[config.mk]
export PLATFORM = sky130hd
export DESIGN_NAME = stlip_front
export DESIGN_NICKNAME = d
export VERILOG_FILES = /design/src/rtl/core/assert_macros.svh /design/src/rtl/core/stlip_pkg.sv /design/src/rtl/core/stlip_front.sv
export SDC_FILE = /design/constraint.sdc
export NUM_CORES = 1
export LEC_CHECK = 0
export ABC_CLOCK_PERIOD_IN_PS = 3470
export BUFFER_PORTS_ARGS = -buffer_cell sky130_fd_sc_hd__buf_4
export CAP_MARGIN = 40
export CORE_ASPECT_RATIO = 0.6
export CORE_MARGIN = 8
export CORE_UTILIZATION = 53
export CTS_BUF_LIST = sky130_fd_sc_hd__clkbuf_8
export DETAILED_ROUTE_END_ITERATION = 10
export GPL_TIMING_DRIVEN = 0
export PLACE_DENSITY = 0.77
export SYNTH_ARGS = -nofsm -noshare
export SYNTH_HDL_FRONTEND = slang
export SYNTH_SLANG_ARGS = --single-unit
[constraint.sdc]
create_clock -name i_clk -period 3.47 [get_ports i_clk]
set_clock_uncertainty 0.15 [all_clocks]
set_input_delay 0.1735 -clock i_clk [delete_from_list [all_inputs] [get_ports i_clk]]
set_output_delay 0.1735 -clock i_clk [all_outputs]
set_load 0.1 [all_outputs]
[src/rtl/core/assert_macros.svh]
// assertion helpers used by the back end
`ifndef ASSERT_MACROS_SVH
`define ASSERT_MACROS_SVH

// condition that must hold at every clock edge out of reset
`define ASSERT_ALWAYS(label, clk, rst_n, cond, msg) \
    label: assert property (@(posedge clk) disable iff (!rst_n) (cond)) else $error(msg);

// antecedent in one cycle implies consequent in the next
`define ASSERT_NEXT(label, clk, rst_n, ante, cons, msg) \
    label: assert property (@(posedge clk) disable iff (!rst_n) (ante) |=> (cons)) \
        else $error(msg);

`endif

[src/rtl/core/stlip_pkg.sv]
package stlip_pkg;

    localparam int DEPTH_DEFAULT = 256;
    localparam int QUEUE_DEPTH   = 4;
    localparam int QUEUE_AW      = 2;
    localparam int FRAC_BITS     = 24;

    typedef enum logic [1:0] {
        OP_LOAD  = 2'd0,
        OP_QUERY = 2'd1,
        OP_CLEAR = 2'd2,
        OP_NONE  = 2'd3
    } t_op;

    typedef enum logic [1:0] {
        ST_OK    = 2'd0,
        ST_EMPTY = 2'd1,
        ST_FULL  = 2'd2
    } t_status;

    typedef struct packed {
        t_op         op;
        logic [31:0] wl;
        logic [31:0] n_val;
        logic [31:0] k_val;
    } t_item;

    typedef enum logic [2:0] {
        BS_IDLE,
        BS_SCAN,
        BS_DIV,
        BS_MUL,
        BS_OUT
    } t_bstate;

endpackage

[src/rtl/core/stlip_front.sv]
module stlip_front (
    input  logic                 i_clk,
    input  logic                 i_rst_n,
    input  logic                 i_valid,
    output logic                 o_ready,
    input  logic [1:0]           i_op,
    input  logic [31:0]          i_wl,
    input  logic [31:0]          i_n,
    input  logic [31:0]          i_k,
    output logic                 o_valid,
    output stlip_pkg::t_item     o_item,
    input  logic                 i_pop
);

    stlip_pkg::t_item                 r_buf [stlip_pkg::QUEUE_DEPTH];
    logic [stlip_pkg::QUEUE_AW-1:0]   r_wp, r_rp;
    logic [stlip_pkg::QUEUE_AW:0]     r_cnt;
    logic                             push, pop;
    stlip_pkg::t_item                 item_in;

    // classify the op code
    always_comb begin
        item_in.wl    = i_wl;
        item_in.n_val = i_n;
        item_in.k_val = i_k;
        case (i_op)
            stlip_pkg::OP_LOAD:  item_in.op = stlip_pkg::OP_LOAD;
            stlip_pkg::OP_QUERY: item_in.op = stlip_pkg::OP_QUERY;
            stlip_pkg::OP_CLEAR: item_in.op = stlip_pkg::OP_CLEAR;
            default:             item_in.op = stlip_pkg::OP_NONE;
        endcase
    end

    assign o_ready = (r_cnt != (stlip_pkg::QUEUE_AW+1)'(stlip_pkg::QUEUE_DEPTH));
    assign o_valid = (r_cnt != '0);
    assign o_item  = r_buf[r_rp];
    assign push    = i_valid && o_ready;
    assign pop     = i_pop && o_valid;

    always_ff @(posedge i_clk) begin
        if (push) begin
            r_buf[r_wp] <= item_in;
        end
    end

    always_ff @(posedge i_clk) begin
        if (!i_rst_n) begin
            r_wp  <= '0;
            r_rp  <= '0;
            r_cnt <= '0;
        end else begin
            if (push) r_wp <= r_wp + 1'b1;
            if (pop)  r_rp <= r_rp + 1'b1;
            if (push && !pop)      r_cnt <= r_cnt + 1'b1;
            else if (pop && !push) r_cnt <= r_cnt - 1'b1;
        end
    end

endmodule

==> results by group, run 1 <==
Synthesis
  – EDFF count, synth: 392
  – Area leader, netlist: edfxtp_1
  – Syn_nets: 670
  – Synthesized area: 0.0146 sq mm
  – Synth Area in Compound Gates: 0.274%
  – Synthesis Warnings: 0
  – Main area contributors after synthesis: edfxtp_1 81%, mux4_2 15%, dfxtp_1 1.2%
  – Simple-gate portion of the synthesized area: 0.626%
  – Ys async rst share: 0%
  – Most used DFF post-synth: edfxtp_1
  – Syn avg cell area: 26.0 sq um
  – Post-synthesis xor/xnor area fraction: 0.240%
  – Largest family of logic cells by synthesized area: multiplexers
  – Mux share of post-synthesis cell area: 15.3%
  – Adder-cell share of the synthesized area: 0.566%
  – Synth cell types: 23
  – Yosys reg bits: 401
  – Seq/Total Area, Yosys: 81.9%
  – Top-area cell type share of the netlist area: 80.6%
  – Post-Synthesis Cells: 562

Route
  – Vias: 7175
  – Antenna Nets Post-Route: 0
  – Routed WL per cell: 22.1 microns
  – # DRC: 0
  – Drt initial violations: 599
  – Via density: 5.35
  – WL final: 29.7 mm
  – DRT Pass-1 Iters: 5

Die
  – Initial Util: 53.4%
  – Num rows: 47
  – DIE AREA: 0.0333 sq mm
  – Core Box Area: 0.0273 sq mm
  – Die height: 145 microns
  – Die W: 230 microns
  – Io pins: 202

STA
  – Final setup vio count: 0
  – Shortest period the worst path allows: 2.77 ns
  – Max Fclk: 361 MHz
  – Worst slew pin tran: 0.885 ns
  – Hold WS: 0.174 ns
  – Setup_tns: 0 ns
  – Relative slew slack: 41.0%
  – Hold Fails Final Rpt: 0
  – Final Worst Setup Slack: 0.698 ns
  – Period Utilization, post-route: 79.9%
  – Unrepaired setup endpoints after global routing: false
  – Max Transition Viols Final: 0

Cells and area
  – Register Area: 0.0120 sq mm
  – Share of cells above drive strength 1: 40.3%
  – Combined area of the multi-input logic cells: 0.00250 sq mm
  – Fillers: 1679
  – Post-Route Utilization: 68.4%
  – Final instance area: 0.0187 sq mm
  – P&R area growth vs syn: 28.1%
  – Final nets: 1032

Min path
  – Launch point of the worst hold path: i_n[21]
  – Hold Crit Class: input port to flip-flop

Critical path
  – Crit Path Max Fanout: 10
  – CP Data Required Time: 3.15 ns
  – Startpoint Class: flip-flop
  – WP data arrival: 2.45 ns
  – R2R Path Start: r_cnt[0]
  – Endpoint class of the critical path: primary output
  – Crit Path Category: flip-flop to primary output

Global routing
  – Antenna violations before repair: 4
  – All-Layer GR Usage: 17.6%
  – First-pass GRT wire length: 44.6 mm
  – Vias in the first global route: 7783
  – Grt total ovfl: 0
  – Pin count of the biggest net entering global routing: 56

Clock network
  – Clock latency on the worst-skew pair: 0.59 ns
  – TritonCTS buffer count: 55
  – Clock Sink Count: 401
  – Root Buffer: clkbuf_8
  – Clk buf depth: 3
  – CTS tree: built
  – Clock transition at path regs: 0.07 ns
  – H-tree Lvls: 2

Place
  – Dpl ws: 0.870 ns
  – Area after detailed placement: 0.0167 sq mm
  – Gpl congestion: 0.760
  – HPWL Detailed: 18.3 mm
  – Port buffer count: 198

Power and ir drop
  – Power Internal: 9310 uW
  – Sw Share: 44.0%
  – Leakage: 0.00642 uW
  – Sw power: 7320 uW
  – Clock power frac: 19.4%
  – Combinational group share of total power: 44.5%
  – Sequential share of power: 36.1%
  – Power Density: 889 mW/mm^2
  – Worst IR Drop VDD: 0.000895 V

Run
  – Maxcap violations: 0

Run status
  – Status: finished clean
cell usage after synthesis (all sizes together), types with 2 or more instances:
| cell | n |
|---|---|
| mux4 | 98 |
| inv | 3 |
| nand2 | 5 |
| dfxtp | 9 |
| xnor2 | 3 |
| a21boi | 2 |
| ha | 5 |
| mux2i | 3 |
| buf | 15 |
| or3 | 2 |
| and2 | 8 |
| clkbuf | 10 |
| edfxtp | 392 |
sequential cells by signal, indices dropped and copies added (netlist names), named ones only:
signal  flops
r_rp        2
r_buf     392
r_cnt       3
r_wp        2
layout make-up:
cell class              instances  area share, %
diodes                          4         0.0535
multi-input cells             133           13.3
well taps                     367           2.46
plain buffers                  25          0.796
clock buffers                  57           4.20
repair buffers                305           14.1
inverters                       3         0.0602
flip-flops and latches        401           63.9
clock inverters                47           1.10
through the flow:
step	cells	total power, uW
floorplan	562	11900
global placement	1127	13300
detailed placement	1133	13500
CTS	1338	16800
global route	1342	17200
finish	1342	16600
layout by cell type, fill, tap and decap left out, types with 5 or more instances in the layout:
master / instances
clkinv_1: 15
buf_2: 11
clkbuf_8: 57
mux4_2: 98
ha_1: 5
dlygate4sd3_1: 101
edfxtp_1: 392
clkbuf_1: 10
clkinv_2: 7
buf_4: 198
dfxtp_1: 9
nand2_1: 5
inv_1: 23
power by group through the flow:
stage / registers, uW / logic (uW) / clock network (uW)
after floorplan: 6080 / 5820 / 0
after global placement: 6100 / 7210 / 0
after detailed placement: 6110 / 7350 / 0
after CTS: 6010 / 7460 / 3310
after global routing: 6040 / 7630 / 3530
final: 6010 / 7390 / 3230
cell families (layout without fill, tap and decap cells):
| group | count (synthesis) | in the layout |
|---|---|---|
| flops | 401 | 401 |
| mux | 101 | 101 |
| buf+inv | 28 | 437 |
| simple gates | 17 | 17 |
| fa+ha+maj | 6 | 6 |
| compound gates | 5 | 5 |
| xor+xnor | 4 | 4 |
| other cells | 0 | 4 |
timing repair:
| item | in CTS | in global routing |
|---|---|---|
| gates resized for setup | 0 | 0 |
| hold buffers | 101 | 0 |
| setup endpoints to repair | 0 | 0 |
| buffers inserted | 0 | 0 |
| endpoints found under the hold margin | 401 | 0 |
critical path, cell delays in order (launching register included):
cell and delay, ns:
dfxtp_1 0.30, buf_2 0.27, buf_2 0.32, buf_2 0.32, mux4_2 0.39, buf_4 0.26
metal layers:
metal | global-route usage [%] | up-vias | part of all wire [%]
li1 | - | 3153 | -
met1 | 21.8 | 3705 | 40
met2 | 30.0 | 271 | 51
met3 | 5.49 | 46 | 7.4
met4 | 4.92 | 0 | 1.7
met5 | 0 | - | 0
worst paths after layout:
kind	slack, ns	cells after the start	to
setup / recovery	0.70	5	o_item[74]
hold / removal	0.17	2	r_buf[1][53]
setup reg to reg	0.90	4	r_buf[2][76]
hold reg to reg	0.37	2	r_wp[1]
Note: power is estimated with default switching activity, not from simulation.
==> run 2: changes to the inputs <==
--- a/config.mk
+++ b/config.mk
@@ -5,12 +5,13 @@
 export SDC_FILE = /design/constraint.sdc
 export NUM_CORES = 1
 export LEC_CHECK = 0
-export ABC_CLOCK_PERIOD_IN_PS = 3470
+export ABC_AREA = 1
+export ABC_CLOCK_PERIOD_IN_PS = 2700
 export BUFFER_PORTS_ARGS = -buffer_cell sky130_fd_sc_hd__buf_4
 export CAP_MARGIN = 40
 export CORE_ASPECT_RATIO = 0.6
 export CORE_MARGIN = 8
-export CORE_UTILIZATION = 53
+export CORE_UTILIZATION = 55
 export CTS_BUF_LIST = sky130_fd_sc_hd__clkbuf_8
 export DETAILED_ROUTE_END_ITERATION = 10
 export GPL_TIMING_DRIVEN = 0
==> constraint.sdc (replaced) <==
create_clock -name i_clk -period 2.7 [get_ports i_clk]
set_clock_uncertainty 0.15 [all_clocks]
set_input_delay 0.135 -clock i_clk [delete_from_list [all_inputs] [get_ports i_clk]]
set_output_delay 0.135 -clock i_clk [all_outputs]
set_load 0.1 [all_outputs]
==> run 2 against run 1 <==
Sequential cell count unchanged. Critical path depth increased by 3. Design area grew 4.6%. Non-clock buffer count grew 50.
==> results by group, run 2 <==
Synthesis
  – Ys async rst share: 0% (unchanged)
  – Syn avg cell area: 14.7 sq um (was 26.0 sq um)
  – Adder-cell share of the synthesized area: 0.551% (was 0.566%)
  – Most used DFF post-synth: edfxtp_1 (unchanged)
  – Post-Synthesis Cells: 1018 (was 562)
  – Mux share of post-synthesis cell area: 0% (was 15.3%)
  – Most frequent cells after synthesis: 392 x edfxtp_1, 210 x nor2_1, 150 x o21ai_0 (was 392 x edfxtp_1, 98 x mux4_2, 11 x buf_2)
  – Main area contributors after synthesis: edfxtp_1 78%, nor2_1 5.3%, o21ai_0 5.0% (was edfxtp_1 81%, mux4_2 15%, dfxtp_1 1.2%)
  – Synthesized area: 0.0150 sq mm (was 0.0146 sq mm)
  – Yosys reg bits: 401 (unchanged)
  – Syn_nets: 1126 (was 670)
  – Synth cell types: 22 (was 23)
  – Area leader, netlist: edfxtp_1 (unchanged)
  – EDFF count, synth: 392 (unchanged)
  – Seq/Total Area, Yosys: 79.7% (was 81.9%)
  – Largest family of logic cells by synthesized area: compound AO/OA/AOI/OAI gates (was multiplexers)
  – Cell with the most instances after synthesis: edfxtp_1 (unchanged)
  – Post-synthesis xor/xnor area fraction: 0.0584% (was 0.240%)
  – Simple-gate portion of the synthesized area: 5.81% (was 0.626%)
  – Synthesis Warnings: 0 (unchanged)
  – Top-area cell type share of the netlist area: 78.5% (was 80.6%)
  – Synth Area in Compound Gates: 10.8% (was 0.274%)

Die
  – DIE AREA: 0.0330 sq mm (was 0.0333 sq mm)
  – Die W: 229 microns (was 230 microns)
  – Num rows: 46 (was 47)
  – Core Box Area: 0.0266 sq mm (was 0.0273 sq mm)
  – Io pins: 202 (unchanged)
  – Die height: 144 microns (was 145 microns)
  – Initial Util: 56.4% (was 53.4%)

Global routing
  – Grt total ovfl: 0 (unchanged)
  – All-Layer GR Usage: 22.2% (was 17.6%)
  – Antenna violations before repair: 3 (was 4)
  – Pin count of the biggest net entering global routing: 29 (was 56)
  – Vias in the first global route: 10200 (was 7783)
  – First-pass GRT wire length: 57.1 mm (was 44.6 mm)

Route
  – Vias: 10100 (was 7175)
  – WL final: 38.2 mm (was 29.7 mm)
  – Antenna Nets Post-Route: 0 (unchanged)
  – DRT Pass-1 Iters: 5 (unchanged)
  – Routed WL per cell: 21.3 microns (was 22.1 microns)
  – # DRC: 0 (unchanged)
  – Drt initial violations: 1105 (was 599)
  – Via density: 5.63 (was 5.35)

Cells and area
  – Fillers: 1661 (was 1679)
  – Highest-count cells in the layout ignoring fill and taps: 392 x edfxtp_1, 205 x nor2_1, 172 x buf_4 (was 392 x edfxtp_1, 198 x buf_4, 101 x dlygate4sd3_1)
  – Largest regs: r_buf x392, r_cnt x3 (unchanged)
  – Post-Route Utilization: 73.5% (was 68.4%)
  – Commonest non-fill, non-tap cell in the layout: edfxtp_1 (unchanged)
  – Combined area of the multi-input logic cells: 0.00271 sq mm (was 0.00250 sq mm)
  – Largest reg by FF count: r_buf (unchanged)
  – Max reg flops: 392 (unchanged)
  – Layout Cells excl Fill: 1795 (was 1342)
  – Final nets: 1497 (was 1032)
  – P&R area growth vs syn: 30.4% (was 28.1%)
  – Share of cells above drive strength 1: 24.7% (was 40.3%)
  – Register Area: 0.0120 sq mm (about the same)

Critical path
  – Crit Path Category: flip-flop to primary output (unchanged)
  – WP data arrival: 2.34 ns (was 2.45 ns)
  – Endpoint class of the critical path: primary output (unchanged)
  – CP dominant cell by count: buf_6 (was buf_2)
  – Crit path cell chain: buf_6, buf_6, inv_6, buf_12, buf_6, nor2_1, o22ai_1, buf_6 (was buf_2, buf_2, buf_2, mux4_2, buf_4)
  – Crit Path Max Fanout: 10 (unchanged)
  – Crit path largest cell delay: 0.33 ns (was 0.39 ns)
  – Slowest library cell on the worst path: o22ai_1 (was mux4_2)
  – CP Data Required Time: 2.41 ns (was 3.15 ns)
  – Crit-path leading delay family: buffers and inverters (unchanged)
  – Startpoint Class: flip-flop (unchanged)
  – Critical path buffer and inverter count: 6 (was 4)

Clock network
  – Post-CTS setup buffers: 0 (unchanged)
  – Clock Sink Count: 401 (unchanged)
  – Clk buf depth: 3 (unchanged)
  – Root Buffer: clkbuf_8 (unchanged)
  – TritonCTS buffer count: 55 (unchanged)
  – H-tree Lvls: 2 (unchanged)
  – Clock latency on the worst-skew pair: 0.59 ns (about the same)
  – Clock transition at path regs: 0.07 ns (about the same)
  – CTS tree: built (unchanged)

STA
  – Final setup vio count: 0 (unchanged)
  – Shortest period the worst path allows: 2.62 ns
  – Relative slew slack: 40.0% (was 41.0%)
  – Period Utilization, post-route: 97.1%
  – Final Worst Setup Slack: 0.0779 ns (was 0.698 ns)
  – Worst slew pin tran: 0.897 ns (was 0.885 ns)
  – Hold Fails Final Rpt: 0 (unchanged)
  – Max Fclk: 381 MHz
  – Max Transition Viols Final: 0 (unchanged)

Place
  – Gpl congestion: 0.735 (was 0.760)
  – HPWL Detailed: 23.5 mm (was 18.3 mm)
  – Port buffer count: 199 (was 198)
  – Dpl ws: 0.346 ns (was 0.870 ns)
  – Cell Count Post-Placement: 1590 (was 1133)

Min path
  – Hold Crit Class: input port to flip-flop (unchanged)

Power and ir drop
  – Worst IR Drop VDD: 0.00142 V (was 0.000895 V)
  – Total power: 22500 uW (was 16600 uW)
  – Power Density: 1150 mW/mm^2 (was 889 mW/mm^2)
  – Leakage: 0.00709 uW (was 0.00642 uW)

Run status
  – Status: finished clean (unchanged)

Run
  – Maxcap violations: 0 (unchanged)
## run 2: where the power goes
group | leakage, uW | total [uW] | internal, uW | switching [uW]
sequential | 0.00367 | 7740 | 7560 | 177
combinational | 0.00282 | 10500 | 2310 | 8240
clock | 0.000596 | 4260 | 2100 | 2160
## run 2: cell type report
type | count | share of cell area (%)
Sequential cell | 401 | 61.2
Timing Repair Buffer | 314 | 14.9
Multi-Input combinational cell | 535 | 13.8
Clock buffer | 59 | 4.15
Buffer | 66 | 2.30
Tap cell | 360 | 2.30
Clock inverter | 38 | 0.909
Inverter | 16 | 0.339
Antenna cell | 6 | 0.0768
## run 2: worst paths after layout
path / slack [ns] / start / depth (start not counted) / end
worst min-delay path: 0.14 / i_k[23] / 2 / r_buf[1][23]
worst max register to register: 0.11 / r_cnt[0] / 10 / r_cnt[1]
worst max-delay path: 0.08 / flip-flop / 8 / o_item[10]
worst min register to register: 0.39 / r_rp[0] / 2 / r_rp[0]
## run 2: per-stage QoR
step                      area [sq um]  hold slack [ns]  setup TNS, ns
after global routing             19500           0.0973      -0.000133
final                            19600            0.139              0
after floorplan                  15100           0.0839         -11.10
after detailed placement         17300            0.188              0
after global placement           17000            0.186        -348.93
after CTS                        19400           0.0881              0
## run 2: layer usage
metal / vias up / GRT usage [%] / part of all wire, % / wire, microns
li1: 4582 / - / - / -
met1: 4919 / 29.5 / 41 / 15600
met2: 537 / 35.9 / 48 / 18400
met3: 72 / 5.43 / 8.9 / 3390
met4: 0 / 7.56 / 2.1 / 814
met5: - / 0 / 0 / 0
## run 2: cell families after synthesis
kind of cell	count (synthesis)
xor gates and xnor gates	1
and+or+nand+nor	230
AOI/OAI and AO/OA	298
DFF	401
buffers and inverters	82
adders and majority gates	6
## run 2: timing repair
action	in CTS	in global routing
gates resized for setup	37	47
endpoints found under the hold margin	480	0
endpoints found under the setup margin	66	47
gates cloned	0	0
hold buffers	102	0
==> run 3: changes to the inputs <==
--- a/config.mk
+++ b/config.mk
@@ -9,13 +9,15 @@
 export ABC_CLOCK_PERIOD_IN_PS = 2700
 export BUFFER_PORTS_ARGS = -buffer_cell sky130_fd_sc_hd__buf_4
 export CAP_MARGIN = 40
+export CELL_PAD_IN_SITES_DETAIL_PLACEMENT = 0
+export CELL_PAD_IN_SITES_GLOBAL_PLACEMENT = 1
 export CORE_ASPECT_RATIO = 0.6
 export CORE_MARGIN = 8
-export CORE_UTILIZATION = 55
+export CORE_UTILIZATION = 30
 export CTS_BUF_LIST = sky130_fd_sc_hd__clkbuf_8
 export DETAILED_ROUTE_END_ITERATION = 10
 export GPL_TIMING_DRIVEN = 0
-export PLACE_DENSITY = 0.77
+export PLACE_DENSITY_LB_ADDON = 0.1
 export SYNTH_ARGS = -nofsm -noshare
 export SYNTH_HDL_FRONTEND = slang
 export SYNTH_SLANG_ARGS = --single-unit
==> run 3 against run 2 <==
Global-route usage decreased by 7.8 points. Count of clock-buffer cells in the layout increased by 2. Largest power group unchanged. Largest cell class unchanged. Non-clock buffer count increased by 5. Utilization decreased by 31 points. Register-to-register slack improved by 0.22 ns. Sequential share of layout area decreased by 3.5 points. Critical endpoint is now o_item[14]. Total power increased by 6.1%. Clock power increased by 10%.
==> results by group, run 3 (synthesis gave the netlist of run 2 again) <==
Die
  – Io pins: 202 (unchanged)
  – Num rows: 63 (was 46)
  – Core Box Area: 0.0493 sq mm (was 0.0266 sq mm)
  – Die height: 189 microns (was 144 microns)
  – Die W: 305 microns (was 229 microns)
  – DIE AREA: 0.0576 sq mm (was 0.0330 sq mm)
  – Initial Util: 30.4% (was 56.4%)

Critical path
  – Crit path cell chain: buf_12, buf_12, clkinv_8, buf_12, buf_8, nor2_1, o22ai_2, buf_12 (was buf_6, buf_6, inv_6, buf_12, buf_6, nor2_1, o22ai_1, buf_6)
  – Startpoint Class: flip-flop (unchanged)
  – Slowest library cell on the worst path: dfxtp_2 (was o22ai_1)
  – Crit Path Max Fanout: 10 (unchanged)
  – Crit path largest cell delay: 0.34 ns (was 0.33 ns)
  – WP data arrival: 2.27 ns (was 2.34 ns)
  – CP dominant cell by count: buf_12 (was buf_6)
  – Crit Path Category: flip-flop to primary output (unchanged)
  – Critical path buffer and inverter count: 6 (unchanged)
  – Crit-path leading delay family: buffers and inverters (unchanged)
  – CP Data Required Time: 2.41 ns (about the same)
  – Endpoint class of the critical path: primary output (unchanged)

Min path
  – Hold Crit Class: input port to flip-flop (unchanged)

Power and ir drop
  – Power Internal: 12900 uW (was 12000 uW)
  – Leakage: 0.00740 uW (was 0.00709 uW)
  – Sw power: 11000 uW (was 10600 uW)
  – Clock power frac: 19.6% (was 18.9%)
  – Sw Share: 46.2% (was 46.9%)
  – Worst IR Drop VDD: 0.000745 V (was 0.00142 V)
  – Sequential share of power: 32.3% (was 34.3%)
  – Combinational group share of total power: 48.1% (was 46.8%)
  – Power Density: 1150 mW/mm^2 (about the same)
  – Total power: 23900 uW (was 22500 uW)

Route
  – Vias: 9635 (was 10100)
  – DRT Pass-1 Iters: 5 (unchanged)
  – Drt initial violations: 594 (was 1105)
  – # DRC: 0 (unchanged)
  – WL final: 42.8 mm (was 38.2 mm)
  – Via density: 4.61 (was 5.63)
  – Antenna Nets Post-Route: 0 (unchanged)
  – Routed WL per cell: 20.5 microns (was 21.3 microns)

Cells and area
  – P&R area growth vs syn: 38.3% (was 30.4%)
  – Share of cells above drive strength 1: 28.7% (was 24.7%)
  – Commonest non-fill, non-tap cell in the layout: edfxtp_1 (unchanged)
  – Largest reg by FF count: r_buf (unchanged)
  – Layout Cells excl Fill: 2090 (was 1795)
  – Highest-count cells in the layout ignoring fill and taps: 392 x edfxtp_1, 205 x nor2_1, 146 x o21ai_0 (was 392 x edfxtp_1, 205 x nor2_1, 172 x buf_4)
  – Final nets: 1506 (was 1497)
  – Post-Route Utilization: 42.1% (was 73.5%)
  – Max reg flops: 392 (unchanged)
  – # diodes: 0 (was 6)
  – Largest regs: r_buf x392, r_cnt x3 (unchanged)

Run status
  – Status: finished clean (unchanged)

STA
  – Hold WS: 0.110 ns (was 0.139 ns)
  – Hold Fails Final Rpt: 0 (unchanged)
  – Unrepaired setup endpoints after global routing: true
  – Worst slew pin tran: 0.733 ns (was 0.897 ns)
  – Shortest period the worst path allows: 2.55 ns (was 2.62 ns)
  – Final setup vio count: 0 (unchanged)
  – Max Fclk: 392 MHz (was 381 MHz)
  – Relative slew slack: 51.0% (was 40.0%)
  – Max Transition Viols Final: 0 (unchanged)
  – Period Utilization, post-route: 94.5% (was 97.1%)

Clock network
  – Root Buffer: clkbuf_8 (unchanged)
  – TritonCTS buffer count: 59 (was 55)
  – H-tree Lvls: 2 (unchanged)
  – CTS tree: built (unchanged)
  – Clock latency on the worst-skew pair: 0.62 ns (was 0.59 ns)
  – Clock transition at path regs: 0.07 ns (about the same)
  – Clock Sink Count: 401 (unchanged)
  – Post-CTS setup buffers: 0 (unchanged)
  – Clk buf depth: 3 (unchanged)

Global routing
  – Vias in the first global route: 10200 (about the same)
  – Pin count of the biggest net entering global routing: 25 (was 29)
  – All-Layer GR Usage: 14.4% (was 22.2%)
  – First-pass GRT wire length: 64.4 mm (was 57.1 mm)
  – Antenna violations before repair: 1 (was 3)
  – Grt total ovfl: 0 (unchanged)

Place
  – HPWL Detailed: 26.6 mm (was 23.5 mm)
  – Port buffer count: 199 (unchanged)
  – Gpl congestion: 0.673 (was 0.735)
  – Cell Count Post-Placement: 1885 (was 1590)

Run
  – Maxcap violations: 0 (unchanged)
## run 3: cell count changes in the layout (fill, tap and decap cells not counted), sizes merged
| cell | before | now |
|---|---|---|
| buf | 237 | 248 |
| clkinv | 14 | 23 |
| inv | 39 | 30 |
| diode | 6 | 0 |
| clkbuf | 100 | 97 |
| bufinv | 1 | 3 |
| clkinvlp | 0 | 2 |
| dlygate4sd3 | 102 | 101 |
## run 3: path summary, 6_finish.rpt
| check | startpoint | depth (start not counted) | slack, ns | to |
|---|---|---|---|---|
| worst max-delay path | flip-flop | 8 | 0.15 | o_item[14] |
| worst max register to register | r_wp[0] | 7 | 0.33 | r_buf[0][45] |
| worst min-delay path | i_k[6] | 2 | 0.11 | r_buf[0][6] |
| worst min register to register | r_rp[0] | 2 | 0.36 | flip-flop |
## run 3: metal layers
| metal | vias to the layer above | global-route usage [%] | share of wire [%] |
|---|---|---|---|
| li1 | 4596 | - | - |
| met3 | 68 | 3.15 | 4.1 |
| met5 | - | 0 | 0.019 |
| met1 | 4791 | 20.1 | 49 |
| met4 | 2 | 3.08 | 1.6 |
| met2 | 178 | 23.0 | 46 |
## run 3: layout make-up
cell class	count	area, sq um
inverters	16	77.6
repair buffers	319	3330
flip-flops and latches	401	12000
clock inverters	42	250
clock buffers	61	840
plain buffers	66	537
fillers	4602	28600
multi-input cells	535	2950
well taps	650	813
## run 3: per-stage QoR
step	TNS, ns	instance area, sq um	worst slack [ns]
3_5_place_dp	0	17800	0.298
3_3_place_gp	-523.54	17400	-1.47
2_1_floorplan	-11.10	15100	-0.0438
5_1_grt	-0.0308	20700	-0.0138
6_report	0	20700	0.147
4_1_cts	-0.0467	20600	-0.0170
## run 3: power by group through the flow
| stage | combinational, uW | sequential (uW) | clock (uW) |
|---|---|---|---|
| floorplan | 7580 | 7840 | 0 |
| global placement | 10200 | 7910 | 0 |
| detailed placement | 10400 | 7850 | 0 |
| CTS | 11500 | 7720 | 4890 |
| global route | 12000 | 7770 | 5150 |
| finish | 11500 | 7720 | 4700 |
## run 3: worst reg2reg max path: cells and delay by family (launching register included)
family / cells / cell delay (ns)
flip-flops: 1 / 0.35
adder cells (fa/ha/maj): 1 / 0.14
buffers and inverters: 5 / 0.84
AND/OR/NAND/NOR: 1 / 0.56
## run 3: timing repair
item / CTS / global route
gates resized for setup: 186 / 43
hold buffers: 101 / 0
hold endpoints to repair: 482 / 0
pin swaps: 6 / 3
setup endpoints to repair: 98 / 91
cloned: 0 / 1
